[config.mk]
export PLATFORM = sky130hd
export DESIGN_NAME = two_ball_bounce_detector_core_flat
export DESIGN_NICKNAME = d
export VERILOG_FILES = /design/src/hdl/tbbd_pkg.sv /design/src/hdl/tbbd_if.sv /design/src/hdl/two_ball_bounce_detector_core.sv /design/src/hdl/tbbd_history.sv /design/src/flat_wrapper.sv
export SDC_FILE = /design/constraint.sdc
export NUM_CORES = 1
export LEC_CHECK = 0
export BUFFER_PORTS_ARGS = -buffer_cell sky130_fd_sc_hd__buf_2
export CORE_UTILIZATION = 35
export CTS_CLUSTER_DIAMETER = 60
export CTS_CLUSTER_SIZE = 8
export DETAILED_ROUTE_END_ITERATION = 8
export GPL_TIMING_DRIVEN = 0
export PLACE_DENSITY_LB_ADDON = 0.2
export SLEW_MARGIN = 15
export SYNTH_ARGS = -nofsm -noshare
export SYNTH_HDL_FRONTEND = slang
export SYNTH_SLANG_ARGS = --single-unit
[constraint.sdc]
create_clock -name clk -period 35.6 [get_ports clk]
set_input_delay 7.12 -clock clk [delete_from_list [all_inputs] [get_ports clk]]
set_output_delay 7.12 -clock clk [all_outputs]
set_load 0.05 [all_outputs]
[src/hdl/tbbd_pkg.sv]
package tbbd_pkg;

  // Field widths
  localparam int unsigned PosWidth = 11;
  localparam int unsigned VelWidth = 12;
  localparam int unsigned AttackWidth = 11;
  localparam int unsigned NoteWidth = 3;
  localparam int unsigned ThresholdWidth = 4;
  localparam int unsigned FloorWidth = 4;
  localparam int unsigned CfgIndexWidth = 3;
  localparam int unsigned CfgDataWidth = 11;
  localparam int unsigned ProductWidth = 2 * VelWidth;

  localparam int unsigned HistoryDepthDefault = 8;

  // Small bounces are lifted to this strength
  localparam logic [AttackWidth-1:0] AttackLift = AttackWidth'(10);

  // Register reset values
  localparam logic [ThresholdWidth-1:0] BounceThresholdReset = 4'b1111;
  localparam logic [PosWidth-1:0] AttackCeilingReset = PosWidth'(200);
  localparam logic [FloorWidth-1:0] AttackFloorReset = FloorWidth'(1);
  localparam logic [PosWidth-1:0] SplitPositionReset = PosWidth'(960);
  localparam logic [PosWidth-1:0] ZoneOneLimitReset = PosWidth'(200);
  localparam logic [PosWidth-1:0] ZoneTwoLimitReset = PosWidth'(400);

  typedef enum logic [CfgIndexWidth-1:0] {
    REG_BOUNCE_THRESHOLD = 3'd0,
    REG_ATTACK_CEILING   = 3'd1,
    REG_ATTACK_FLOOR     = 3'd2,
    REG_SPLIT_POSITION   = 3'd3,
    REG_ZONE_ONE_LIMIT   = 3'd4,
    REG_ZONE_TWO_LIMIT   = 3'd5
  } cfg_reg_t;

  typedef enum logic [1:0] {
    ZONE_ONE   = 2'd1,
    ZONE_TWO   = 2'd2,
    ZONE_THREE = 2'd3
  } zone_t;

  typedef struct packed {
    logic [PosWidth-1:0] pos_x;
    logic [PosWidth-1:0] pos_y;
  } position_t;

endpackage

[src/hdl/tbbd_if.sv]
interface tbbd_sample_if;
  logic valid;
  logic ready;
  logic [tbbd_pkg::PosWidth-1:0] pos_x;
  logic [tbbd_pkg::PosWidth-1:0] pos_y;

  modport source (output valid, output pos_x, output pos_y, input ready);
  modport sink (input valid, input pos_x, input pos_y, output ready);
endinterface

interface tbbd_result_if;
  logic valid;
  logic ready;
  logic ball_index;
  logic signed [tbbd_pkg::VelWidth-1:0] vel_x;
  logic signed [tbbd_pkg::VelWidth-1:0] vel_y;
  logic [tbbd_pkg::AttackWidth-1:0] attack;
  logic [tbbd_pkg::NoteWidth-1:0] note;
  logic intro_pulse;

  modport source (output valid, output ball_index, output vel_x, output vel_y,
                  output attack, output note, output intro_pulse, input ready);
  modport sink (input valid, input ball_index, input vel_x, input vel_y,
                input attack, input note, input intro_pulse, output ready);
endinterface

interface tbbd_cfg_if;
  logic valid;
  logic ready;
  logic [tbbd_pkg::CfgIndexWidth-1:0] index;
  logic [tbbd_pkg::CfgDataWidth-1:0] data;

  modport source (output valid, output index, output data, input ready);
  modport sink (input valid, input index, input data, output ready);
endinterface

[src/hdl/two_ball_bounce_detector_core.sv]
// Two-ball bounce detector. Takes one tracked position per request on
// `sample`, assigns it to the left or right ball (x below split_position is
// left; x of 0 means a lost ball and goes to the ball opposite the previous
// request's ball) and returns one result per request on `result`: ball
// index, x/y velocity over HISTORY_DEPTH samples of that ball, bounce attack
// (0 when no bounce) and note. intro_pulse is set on the first lost-ball
// request after reset. Throughput is one request per clock while results are
// taken. A request is held in the input register and then in the result
// register, from which it is taken while result.ready is high. Per-ball state
// (history line, previous y velocity) is updated as a request moves from the
// input register into the result register, so the next request always sees
// it. A full result register that is not taken stalls the input register,
// which then deasserts sample.ready.
// Configuration writes on `cfg` are always accepted; write only while idle.
// Register indexes: 0 bounce_threshold (4b signed), 1 attack_ceiling,
// 2 attack_floor (4b), 3 split_position, 4 zone_one_limit, 5 zone_two_limit.
// Unknown indexes are ignored. Flags and per-ball state reset to zero, config to defaults.
module two_ball_bounce_detector_core #(
  parameter int unsigned HISTORY_DEPTH = tbbd_pkg::HistoryDepthDefault
) (
  input  logic   clk,
  input  logic   rst,
  tbbd_sample_if.sink   sample,
  tbbd_result_if.source result,
  tbbd_cfg_if.sink      cfg
);

  localparam int unsigned PW = tbbd_pkg::PosWidth;
  localparam int unsigned VW = tbbd_pkg::VelWidth;
  localparam int unsigned AW = tbbd_pkg::AttackWidth;
  localparam int unsigned NW = tbbd_pkg::NoteWidth;
  localparam int unsigned XW = tbbd_pkg::ProductWidth;
  localparam int unsigned TW = tbbd_pkg::ThresholdWidth;
  localparam int unsigned FW = tbbd_pkg::FloorWidth;

  // ---------------- configuration registers ----------------
  logic [TW-1:0] bounce_threshold;
  logic [PW-1:0] attack_ceiling;
  logic [FW-1:0] attack_floor;
  logic [PW-1:0] split_position;
  logic [PW-1:0] zone_one_limit;
  logic [PW-1:0] zone_two_limit;

  assign cfg.ready = 1'b1;

  always_ff @(posedge clk) begin
    if (rst) begin
      bounce_threshold <= tbbd_pkg::BounceThresholdReset;
      attack_ceiling   <= tbbd_pkg::AttackCeilingReset;
      attack_floor     <= tbbd_pkg::AttackFloorReset;
      split_position   <= tbbd_pkg::SplitPositionReset;
      zone_one_limit   <= tbbd_pkg::ZoneOneLimitReset;
      zone_two_limit   <= tbbd_pkg::ZoneTwoLimitReset;
    end else if (cfg.valid) begin
      unique case (cfg.index)
        tbbd_pkg::REG_BOUNCE_THRESHOLD: bounce_threshold <= cfg.data[TW-1:0];
        tbbd_pkg::REG_ATTACK_CEILING:   attack_ceiling   <= cfg.data[PW-1:0];
        tbbd_pkg::REG_ATTACK_FLOOR:     attack_floor     <= cfg.data[FW-1:0];
        tbbd_pkg::REG_SPLIT_POSITION:   split_position   <= cfg.data[PW-1:0];
        tbbd_pkg::REG_ZONE_ONE_LIMIT:   zone_one_limit   <= cfg.data[PW-1:0];
        tbbd_pkg::REG_ZONE_TWO_LIMIT:   zone_two_limit   <= cfg.data[PW-1:0];
        default: ;  // unknown index: ignored
      endcase
    end
  end

  // ---------------- input register ----------------
  logic                in_valid;
  tbbd_pkg::position_t in_pos;
  logic                advance;  // input register hands its request on

  assign advance      = in_valid && (!result.valid || result.ready);
  assign sample.ready = !in_valid || advance;

  always_ff @(posedge clk) begin
    if (rst) begin
      in_valid <= 1'b0;
    end else if (sample.ready) begin
      in_valid <= sample.valid;
    end
  end

  always_ff @(posedge clk) begin
    if (sample.valid && sample.ready) begin
      in_pos.pos_x <= sample.pos_x;
      in_pos.pos_y <= sample.pos_y;
    end
  end

  // ---------------- per-ball state ----------------
  logic                 last_ball;
  logic                 intro_sent;
  logic signed [VW-1:0] prev_vel_y [2];

  logic                 lost;
  logic                 ball;
  tbbd_pkg::position_t  oldest [2];
  tbbd_pkg::position_t  old_pos;

  // Lost ball jumps to the other side regardless of split
  assign lost = (in_pos.pos_x == '0);
  assign ball = lost ? ~last_ball : (in_pos.pos_x >= split_position);

  for (genvar b = 0; b < 2; b++) begin : g_ball
    tbbd_history #(
      .HISTORY_DEPTH(HISTORY_DEPTH)
    ) u_history (
      .clk    (clk),
      .rst    (rst),
      .shift  (advance && (ball == 1'(b))),
      .pos    (in_pos),
      .oldest (oldest[b])
    );
  end

  assign old_pos = oldest[ball];

  // ---------------- velocity and bounce ----------------
  logic signed [VW-1:0] vel_x;
  logic signed [VW-1:0] vel_y;
  logic signed [VW-1:0] prev_y;
  logic signed [XW-1:0] product;
  logic signed [XW-1:0] threshold_ext;
  logic                 bounce;
  logic [VW-1:0]        neg_vel_y;
  logic [AW-1:0]        mag;
  logic [AW-1:0]        floor_ext;
  logic [AW-1:0]        attack;

  assign vel_x = $signed({1'b0, in_pos.pos_x}) - $signed({1'b0, old_pos.pos_x});
  assign vel_y = $signed({1'b0, in_pos.pos_y}) - $signed({1'b0, old_pos.pos_y});
  assign prev_y = prev_vel_y[ball];
  assign product = XW'(vel_y) * XW'(prev_y);
  assign threshold_ext = $signed({{(XW-TW){bounce_threshold[TW-1]}}, bounce_threshold});
  assign bounce = (product < threshold_ext) && vel_y[VW-1];

  // |vel_y| never exceeds 2047 since positions are 11 bits
  assign neg_vel_y = -vel_y;
  assign mag       = neg_vel_y[AW-1:0];
  assign floor_ext = {{(AW-FW){1'b0}}, attack_floor};

  always_comb begin
    attack = '0;
    if (bounce) begin
      if (mag > attack_ceiling) begin
        attack = '0;                    // lost-ball jump
      end else if (mag > floor_ext && mag < tbbd_pkg::AttackLift) begin
        attack = tbbd_pkg::AttackLift;  // lift weak bounces
      end else if (mag < floor_ext) begin
        attack = '0;                    // noise
      end else begin
        attack = mag;
      end
    end
  end

  // ---------------- note ----------------
  tbbd_pkg::zone_t zone;
  logic [NW-1:0]   note;

  always_comb begin
    if (in_pos.pos_y < zone_one_limit) begin
      zone = tbbd_pkg::ZONE_ONE;
    end else if (in_pos.pos_y < zone_two_limit) begin
      zone = tbbd_pkg::ZONE_TWO;
    end else begin
      zone = tbbd_pkg::ZONE_THREE;
    end
  end

  // right ball doubles the zone
  assign note = ball ? {zone, 1'b0} : {1'b0, zone};

  // ---------------- state update ----------------
  always_ff @(posedge clk) begin
    if (rst) begin
      last_ball     <= 1'b0;
      intro_sent    <= 1'b0;
      prev_vel_y[0] <= '0;
      prev_vel_y[1] <= '0;
    end else if (advance) begin
      last_ball        <= ball;
      prev_vel_y[ball] <= vel_y;
      if (lost) begin
        intro_sent <= 1'b1;
      end
    end
  end

  // ---------------- result register ----------------
  always_ff @(posedge clk) begin
    if (rst) begin
      result.valid <= 1'b0;
    end else if (advance) begin
      result.valid <= 1'b1;
    end else if (result.ready) begin
      result.valid <= 1'b0;
    end
  end

  always_ff @(posedge clk) begin
    if (advance) begin
      result.ball_index  <= ball;
      result.vel_x       <= vel_x;
      result.vel_y       <= vel_y;
      result.attack      <= attack;
      result.note        <= note;
      result.intro_pulse <= lost && !intro_sent;
    end
  end

`ifndef SYNTHESIS
  a_intro_sticky: assert property (@(posedge clk) disable iff (rst)
    intro_sent |=> intro_sent)
    else $error("intro_sent cleared without reset");

  a_intro_marks_sent: assert property (@(posedge clk) disable iff (rst)
    (result.valid && result.intro_pulse) |-> intro_sent)
    else $error("intro pulse shown but not recorded");

  a_attack_needs_fall: assert property (@(posedge clk) disable iff (rst)
    (result.valid && result.attack != '0) |-> result.vel_y[VW-1])
    else $error("attack on a non-falling ball");

  a_left_note_range: assert property (@(posedge clk) disable iff (rst)
    (result.valid && !result.ball_index) |-> (result.note != '0 &&
      result.note <= NW'(3)))
    else $error("left ball note out of range");

  a_right_note_even: assert property (@(posedge clk) disable iff (rst)
    (result.valid && result.ball_index) |-> (result.note != '0 && !result.note[0]))
    else $error("right ball note not doubled");
`endif

endmodule

[src/hdl/tbbd_history.sv]
// Per-ball position shift line. Holds the last HISTORY_DEPTH-1 positions;
// the oldest tap is the position seen HISTORY_DEPTH-1 requests ago.
module tbbd_history #(
  parameter int unsigned HISTORY_DEPTH = tbbd_pkg::HistoryDepthDefault
) (
  input  logic                clk,
  input  logic                rst,
  input  logic                shift,
  input  tbbd_pkg::position_t pos,
  output tbbd_pkg::position_t oldest
);

  localparam int unsigned Taps = HISTORY_DEPTH - 1;

  tbbd_pkg::position_t line [Taps];

  always_ff @(posedge clk) begin
    if (rst) begin
      for (int k = 0; k < Taps; k++) begin
        line[k] <= '0;
      end
    end else if (shift) begin
      line[0] <= pos;
      for (int k = 1; k < Taps; k++) begin
        line[k] <= line[k-1];
      end
    end
  end

  assign oldest = line[Taps-1];

endmodule
[src/flat_wrapper.sv]
// flat-port wrapper written by rule: the top's interface ports become plain ports
module two_ball_bounce_detector_core_flat 
#(
  parameter int unsigned HISTORY_DEPTH = tbbd_pkg::HistoryDepthDefault
)
  (clk, rst, sample_valid, sample_pos_x, sample_pos_y, sample_ready, result_valid, result_ball_index, result_vel_x, result_vel_y, result_attack, result_note, result_intro_pulse, result_ready, cfg_valid, cfg_index, cfg_data, cfg_ready);
  tbbd_sample_if sample_i ();
  tbbd_result_if result_i ();
  tbbd_cfg_if cfg_i ();
  input  logic clk;
  input  logic rst;
  input wire logic [$bits(sample_i.valid)-1:0] sample_valid;
  input wire logic [$bits(sample_i.pos_x)-1:0] sample_pos_x;
  input wire logic [$bits(sample_i.pos_y)-1:0] sample_pos_y;
  output wire logic [$bits(sample_i.ready)-1:0] sample_ready;
  output wire logic [$bits(result_i.valid)-1:0] result_valid;
  output wire logic [$bits(result_i.ball_index)-1:0] result_ball_index;
  output wire logic [$bits(result_i.vel_x)-1:0] result_vel_x;
  output wire logic [$bits(result_i.vel_y)-1:0] result_vel_y;
  output wire logic [$bits(result_i.attack)-1:0] result_attack;
  output wire logic [$bits(result_i.note)-1:0] result_note;
  output wire logic [$bits(result_i.intro_pulse)-1:0] result_intro_pulse;
  input wire logic [$bits(result_i.ready)-1:0] result_ready;
  input wire logic [$bits(cfg_i.valid)-1:0] cfg_valid;
  input wire logic [$bits(cfg_i.index)-1:0] cfg_index;
  input wire logic [$bits(cfg_i.data)-1:0] cfg_data;
  output wire logic [$bits(cfg_i.ready)-1:0] cfg_ready;
  assign sample_i.valid = sample_valid;
  assign sample_i.pos_x = sample_pos_x;
  assign sample_i.pos_y = sample_pos_y;
  assign sample_ready = sample_i.ready;
  assign result_valid = result_i.valid;
  assign result_ball_index = result_i.ball_index;
  assign result_vel_x = result_i.vel_x;
  assign result_vel_y = result_i.vel_y;
  assign result_attack = result_i.attack;
  assign result_note = result_i.note;
  assign result_intro_pulse = result_i.intro_pulse;
  assign result_i.ready = result_ready;
  assign cfg_i.valid = cfg_valid;
  assign cfg_i.index = cfg_index;
  assign cfg_i.data = cfg_data;
  assign cfg_ready = cfg_i.ready;
  two_ball_bounce_detector_core #(.HISTORY_DEPTH(HISTORY_DEPTH)) u_core (.clk(clk), .rst(rst), .sample(sample_i), .result(result_i), .cfg(cfg_i));
endmodule
### Word-level counts from Yosys, hierarchy flattened

Memory sizes are Yosys's and may differ from the RTL's.
Index checks and enable logic that the tools add are counted.

* add/subtract/negate cells: 3
* multiply operators: 1
* magnitude comparators: 9
* equal/unequal tests: 5
* multiplexer cells: 39
* bitwise logic cells: 18
* reductions and logical operators: 25

Operators by type and width (number)
* 22-bit 2-to-1 mux: 17
* 24-bit by 4-bit less-than comparator with 1-bit output: 1
* 12-bit by 12-bit multiplier with 24-bit output: 1
* 11-bit by 11-bit subtractor with 12-bit output: 2
* 11-bit less-than comparator: 2
* 1-bit 2-to-1 mux: 17
* 1-bit OR: 14
* 2-bit AND reduction: 7
* 12-bit 2-to-1 mux: 1
* 12-bit OR reduction: 1
* 11-bit >= comparator: 1
* 11-bit > comparator: 1
* 11-bit by 4-bit > comparator with 1-bit output: 1
* 11-bit logical NOT: 1
* 11-bit by 4-bit less-than comparator with 1-bit output: 1
* 11-bit by 4-bit less-than comparator with 1-bit output (second input constant): 1
* 11-bit negation: 1
* 4-bit 2-to-1 mux: 2
* 1-bit logical AND: 7
* 3-bit by 2-bit == test with 1-bit output (second input constant): 2
* 3-bit == test (second input constant): 2
* 2-bit 2-to-1 mux: 2
* 4-bit OR reduction: 1
* 3-bit by 1-bit == test with 1-bit output (second input constant): 1
* other kinds (8): 13

* bits in registers: 118
* bits in writable memories: 332
* output and inout port bits: 43
* logic and storage cells: 124
* memories: 3

Memories
* u_core.g_ball[0].u_history.line: words 7, width 22, read ports 7, clocked after Yosys merged registers in 0, wr ports 7, line tbbd_history.sv:15 `tbbd_pkg::position_t line [Taps];`
* u_core.g_ball[1].u_history.line: words 7, width 22, read ports 7, clocked after Yosys merged registers in 0, wr ports 7, line tbbd_history.sv:15
* u_core.prev_vel_y: words 2, width 12, read ports 1, clocked after Yosys merged registers in 0, wr ports 2, line two_ball_bounce_detector_core.sv:93 `logic signed [VW-1:0] prev_vel_y [2];`

### Depth between registers and ports, before layout

* depth in word-level cells: 12
* mapped depth: 53
* gate-level depth less buffers: 48

### Cells and area by module

A second synthesis with hierarchy kept.

* cells, all modules: 2242
* area total of the unflattened synthesis: 26584.2 µm²

By module, submodules not included
* two_ball_bounce_detector_core: times used 1, cells each 1518, area each 13944.6 µm², seq. area each 3703.6 µm²
* tbbd_history: times used 2, cells each 362, area each 6319.8 µm², seq. area each 4624.4 µm²

### Least setup slack after synthesis

OpenSTA, ideal clock, no wires.

* path kind: input port to flip-flop
* start: input port result_ready
* end: memory u_core.g_ball[1].u_history.line[0][0] in the netlist's numbering (enable)
* setup time: 700 ps
* data arrival time: 14471 ps
* slack: 20429 ps
* stages: 3
* cells stage by stage: nor2b_1 nand2b_1 o21bai_1

RTL lines
* from (decl): line flat_wrapper.sv:23 `input wire logic [$bits(result_i.ready)-1:0] result_ready;`
* to (decl): line tbbd_history.sv:15

### Worst setup path in the final report

* start: register u_core.in_pos[11] in the netlist's numbering
* end: register u_core.result.attack[6] (data pin)

* word-level cells in the longest chain between the ends: 12
* elaborated cells on any way between the ends: 20
* those cells by class: add/sub: 2; mul: 1; order compare: 6; mux: 4; bitwise: 2; reduce/logical: 4; memory: 1

Ends and longest elaborated chain
* from (decl): line two_ball_bounce_detector_core.sv:69 `tbbd_pkg::position_t in_pos;`
* 11-bit >= comparator or 11-bit logical NOT (tied branches): line two_ball_bounce_detector_core.sv:102, two_ball_bounce_detector_core.sv:101
* 1-bit 2-to-1 mux (*): line two_ball_bounce_detector_core.sv:102 `assign ball = lost ? ~last_ball : (in_pos.pos_x >= split_position);`
* 1-bit NOT with 2-bit output (not written as such) (*): line two_ball_bounce_detector_core.sv:116 `assign old_pos = oldest[ball];`
* 22-bit 2-to-1 mux (not written as such) (*) (3 in a row): line two_ball_bounce_detector_core.sv:116
* 11-bit by 11-bit subtractor with 12-bit output (*): line two_ball_bounce_detector_core.sv:131 `assign vel_y = $signed({1'b0, in_pos.pos_y}) - $signed({1'b0, old_pos.pos_y});`
* via u_core.vel_y[11]: line two_ball_bounce_detector_core.sv:120 `logic signed [VW-1:0] vel_y;`
* 12-bit by 12-bit multiplier with 24-bit output: line two_ball_bounce_detector_core.sv:133 `assign product = XW'(vel_y) * XW'(prev_y);`
* 24-bit by 4-bit less-than comparator with 1-bit output: line two_ball_bounce_detector_core.sv:135 `assign bounce = (product < threshold_ext) && vel_y[VW-1];`
* 1-bit logical AND (*): line two_ball_bounce_detector_core.sv:135
* 1-bit NOT (no line) (*)
* 4-bit OR reduction (no line) (*)
* to (decl): line tbbd_if.sv:22 `output attack, output note, output intro_pulse, input ready);`

Mark *: on every way through the listed nets, which the timed path passes. The rest lies on a longest branch. The select of a mux whose other input is x is not followed.
A chain may end at the register's enable or synchronous reset.

==> flow_summary.json <==
{
  "status": "finished clean",
  "synthDistinctLibCells": 65,
  "fmax_mhz": 67.0,
  "syn_area_per_cell_um2": 11.6,
  "drcViolationCount": 0,
  "ys.flop_type": "edfxtp_1",
  "synth_area_um2": 25100,
  "cts.clk_slew.worst_paths_ns": 0.05,
  "end_kind": "register",
  "drt_iter0_markers": 925,
  "clk_path_buf_depth": 3,
  "worstReg2RegEnd": "u_core.result.attack[6]",
  "cts_tree": "done",
  "antenna_found_initial": 8,
  "whs_endpoint": "u_core.zone_two_limit[2]",
  "worstHoldPathType": "register to register",
  "drtPass1Iterations": 7,
  "layout.nets": 2640,
  "vias": 15700,
  "postCtsSetupBuffers": 0,
  "drive_gt1_share_pct": 8.62,
  "drv_cap": 0,
  "cts_max_level": 3,
  "ys.warnings.count": 0,
  "synth-async-reset-ratio_pct": 0,
  "final_common_cell": "edfxtp_1",
  "globalplace.congestion": 0.854,
  "portBuffers": 82,
  "cts_sinks": 450,
  "synth_edf_count": 394,
  "die_h_um": 270,
  "tightest_slew_ns": 1.14,
  "clkLatencyLatePin_ns": 0.60,
  "wl_um": 58500,
  "synth_area_leaders": "edfxtp_1 (47%), fa_1 (11%), ha_1 (7.1%)",
  "postSynthCellCount": 2158,
  "io_pins": 84,
  "worstPathRequired_ns": 35.90,
  "timing.critical_path.mode_cell": "clkbuf_1",
  "critPathMaxFanout": 10,
  "yosysSeqAreaShare_pct": 51.7,
  "cts_hold_buf": 0,
  "clock-root-buffer": "clkbuf_16",
  "die_area_um2": 72700,
  "grt_pass1_vias": 16200,
  "timing.rr.start": "u_core.in_pos[11]",
  "dp_hpwl_um": 43200,
  "ys_ff_latch": 450,
  "cpMaxStageDelayCell": "fa_1",
  "period_minus_slack_ns": 14.92,
  "final_cell_mix": "edfxtp_1 (394), inv_1 (266), nand2_1 (171)",
  "fp.coreArea_um2": 70500,
  "start_kind": "register",
  "vias_per_cell": 4.81,
  "hold_viol_final": 0,
  "period_share_pct": 41.9,
  "track_usage_pct": 16.3,
  "die-width_um": 270,
  "critPathMaxStageDelay_ns": 0.76,
  "synth_top_area_share_pct": 47.2,
  "grt_pass1_wl_um": 91000,
  "rows": 97,
  "rsz0062_at_grt": "no",
  "setup_viol": 0,
  "wl_per_cell_um": 17.9,
  "grt.overflow.total": 0,
  "ant_nets": 0,
  "layout-area-overhead-vs-synth_pct": 14.6,
  "reg2reg_slack_ns": 20.68,
  "hold_depth": 2,
  "cts_resized": 0,
  "crit_type": "register to register",
  "tns_ns": 0,
  "syn_nets": 2482,
  "grt_max_degree": 64,
  "worstRegToRegCells": 48,
  "critical_path_arrival_ns": 15.22,
  "nFillCells": 6644,
  "start_util_pct": 35.6,
  "synth_largest_area_cell": "edfxtp_1",
  "relSlewSlack_pct": 23.9,
  "hp-start": "u_core.zone_two_limit[2]",
  "cts_buffers": 66,
  "maxSlewViolCount": 0,
  "fin_worst_skew_ns": 0.0386
}
==> per-layer routing <==
| layer | part of all wire (%) | global-route usage, % | vias up |
|---|---|---|---|
| li1 | - | - | 7574 |
| met1 | 45 | 21.6 | 7689 |
| met2 | 47 | 26.7 | 374 |
| met3 | 5.4 | 2.58 | 101 |
| met4 | 2.6 | 6.16 | 4 |
| met5 | 0.048 | 0 | - |
==> worst max-delay path: cells and delay by family, from the launching register on <==
family,cells,cell delay [ns]
flops,1,0.42
fa+ha+maj,9,3.96
buf+inv,10,3.69
simple gates,11,2.26
compound gates,16,3.89
xor+xnor,1,0.17
mux,1,0.23
==> synthesized netlist by cell type (all sizes together) (20+ instances only) <==
cell	count
a21o	20
a21oi	68
and2	139
and3	132
clkbuf	84
dfxtp	56
edfxtp	394
fa	140
ha	143
inv	270
mux2i	35
nand2	171
nor2	166
nor2b	66
nor3	22
o21ai	31
xnor2	31
==> registers in the layout (all words and copies together), names as in the netlist, 3 cells and up <==
register	flops
u_core.g_ball.u_history.line	308
u_core.prev_vel_y	24
u_core.in_pos	22
u_core.result.vel_x	12
u_core.result.vel_y	12
u_core.attack_ceiling	11
u_core.result.attack	11
u_core.split_position	11
u_core.zone_one_limit	11
u_core.zone_two_limit	11
u_core.attack_floor	4
u_core.bounce_threshold	4
u_core.result.note	3
==> final cells by class <==
cell class / count / area [µm²] / area share (%)
Clock inverter: 7 / 123 / 0.427
Buffer: 93 / 360 / 1.25
Clock buffer: 76 / 1730 / 6.03
Antenna cell: 1 / 2.50 / 0.00871
Timing Repair Buffer: 90 / 593 / 2.06
Tap cell: 940 / 1180 / 4.09
Multi-Input combinational cell: 1340 / 10800 / 37.4
Inverter: 275 / 1030 / 3.59
Sequential cell: 450 / 13000 / 45.1
==> logic make-up after synthesis <==
group	Yosys count	synth area share, %
mux	46	1.89
fa+ha+maj	283	18.3
xor+xnor	38	1.36
simple gates	776	16.0
buf+inv	368	5.55
compound gates	196	5.20
other cells	1	0.0150
flops	450	51.7
==> worst max path at each step <==
stage | start | to | slack, ns
after floorplan | result_ready | u_core.g_ball[1].u_history.line[0][0] | 20.43
after global placement | result_ready | u_core.g_ball[1].u_history.line[0][16] | 17.55
after detailed placement | u_core.in_pos[11] | u_core.result.attack[9] | 20.26
after CTS | u_core.in_pos[11] | u_core.result.attack[6] | 20.20
after global routing | u_core.in_pos[11] | u_core.result.attack[7] | 19.53
final | u_core.in_pos[11] | u_core.result.attack[6] | 20.68
==> stage by stage <==
stage | setup WS [ns] | instance area [µm²] | cells | utilization [%] | hold slack (ns)
finish | 20.68 | 28700 | 3272 | 40.7 | 0.448
global route | 19.53 | 28700 | 3271 | 40.7 | 0.472
CTS | 20.20 | 28700 | 3271 | 40.7 | 0.453
detailed placement | 20.26 | 26900 | 3188 | 38.1 | 0.447
global placement | 17.55 | 26700 | 3180 | 37.8 | 0.444
floorplan | 20.43 | 25100 | 2158 | - | 0.436
Power is left out: the tool's default activity adds up to more than one toggle a clock period on the data nets, which glitch-free logic cannot reach.
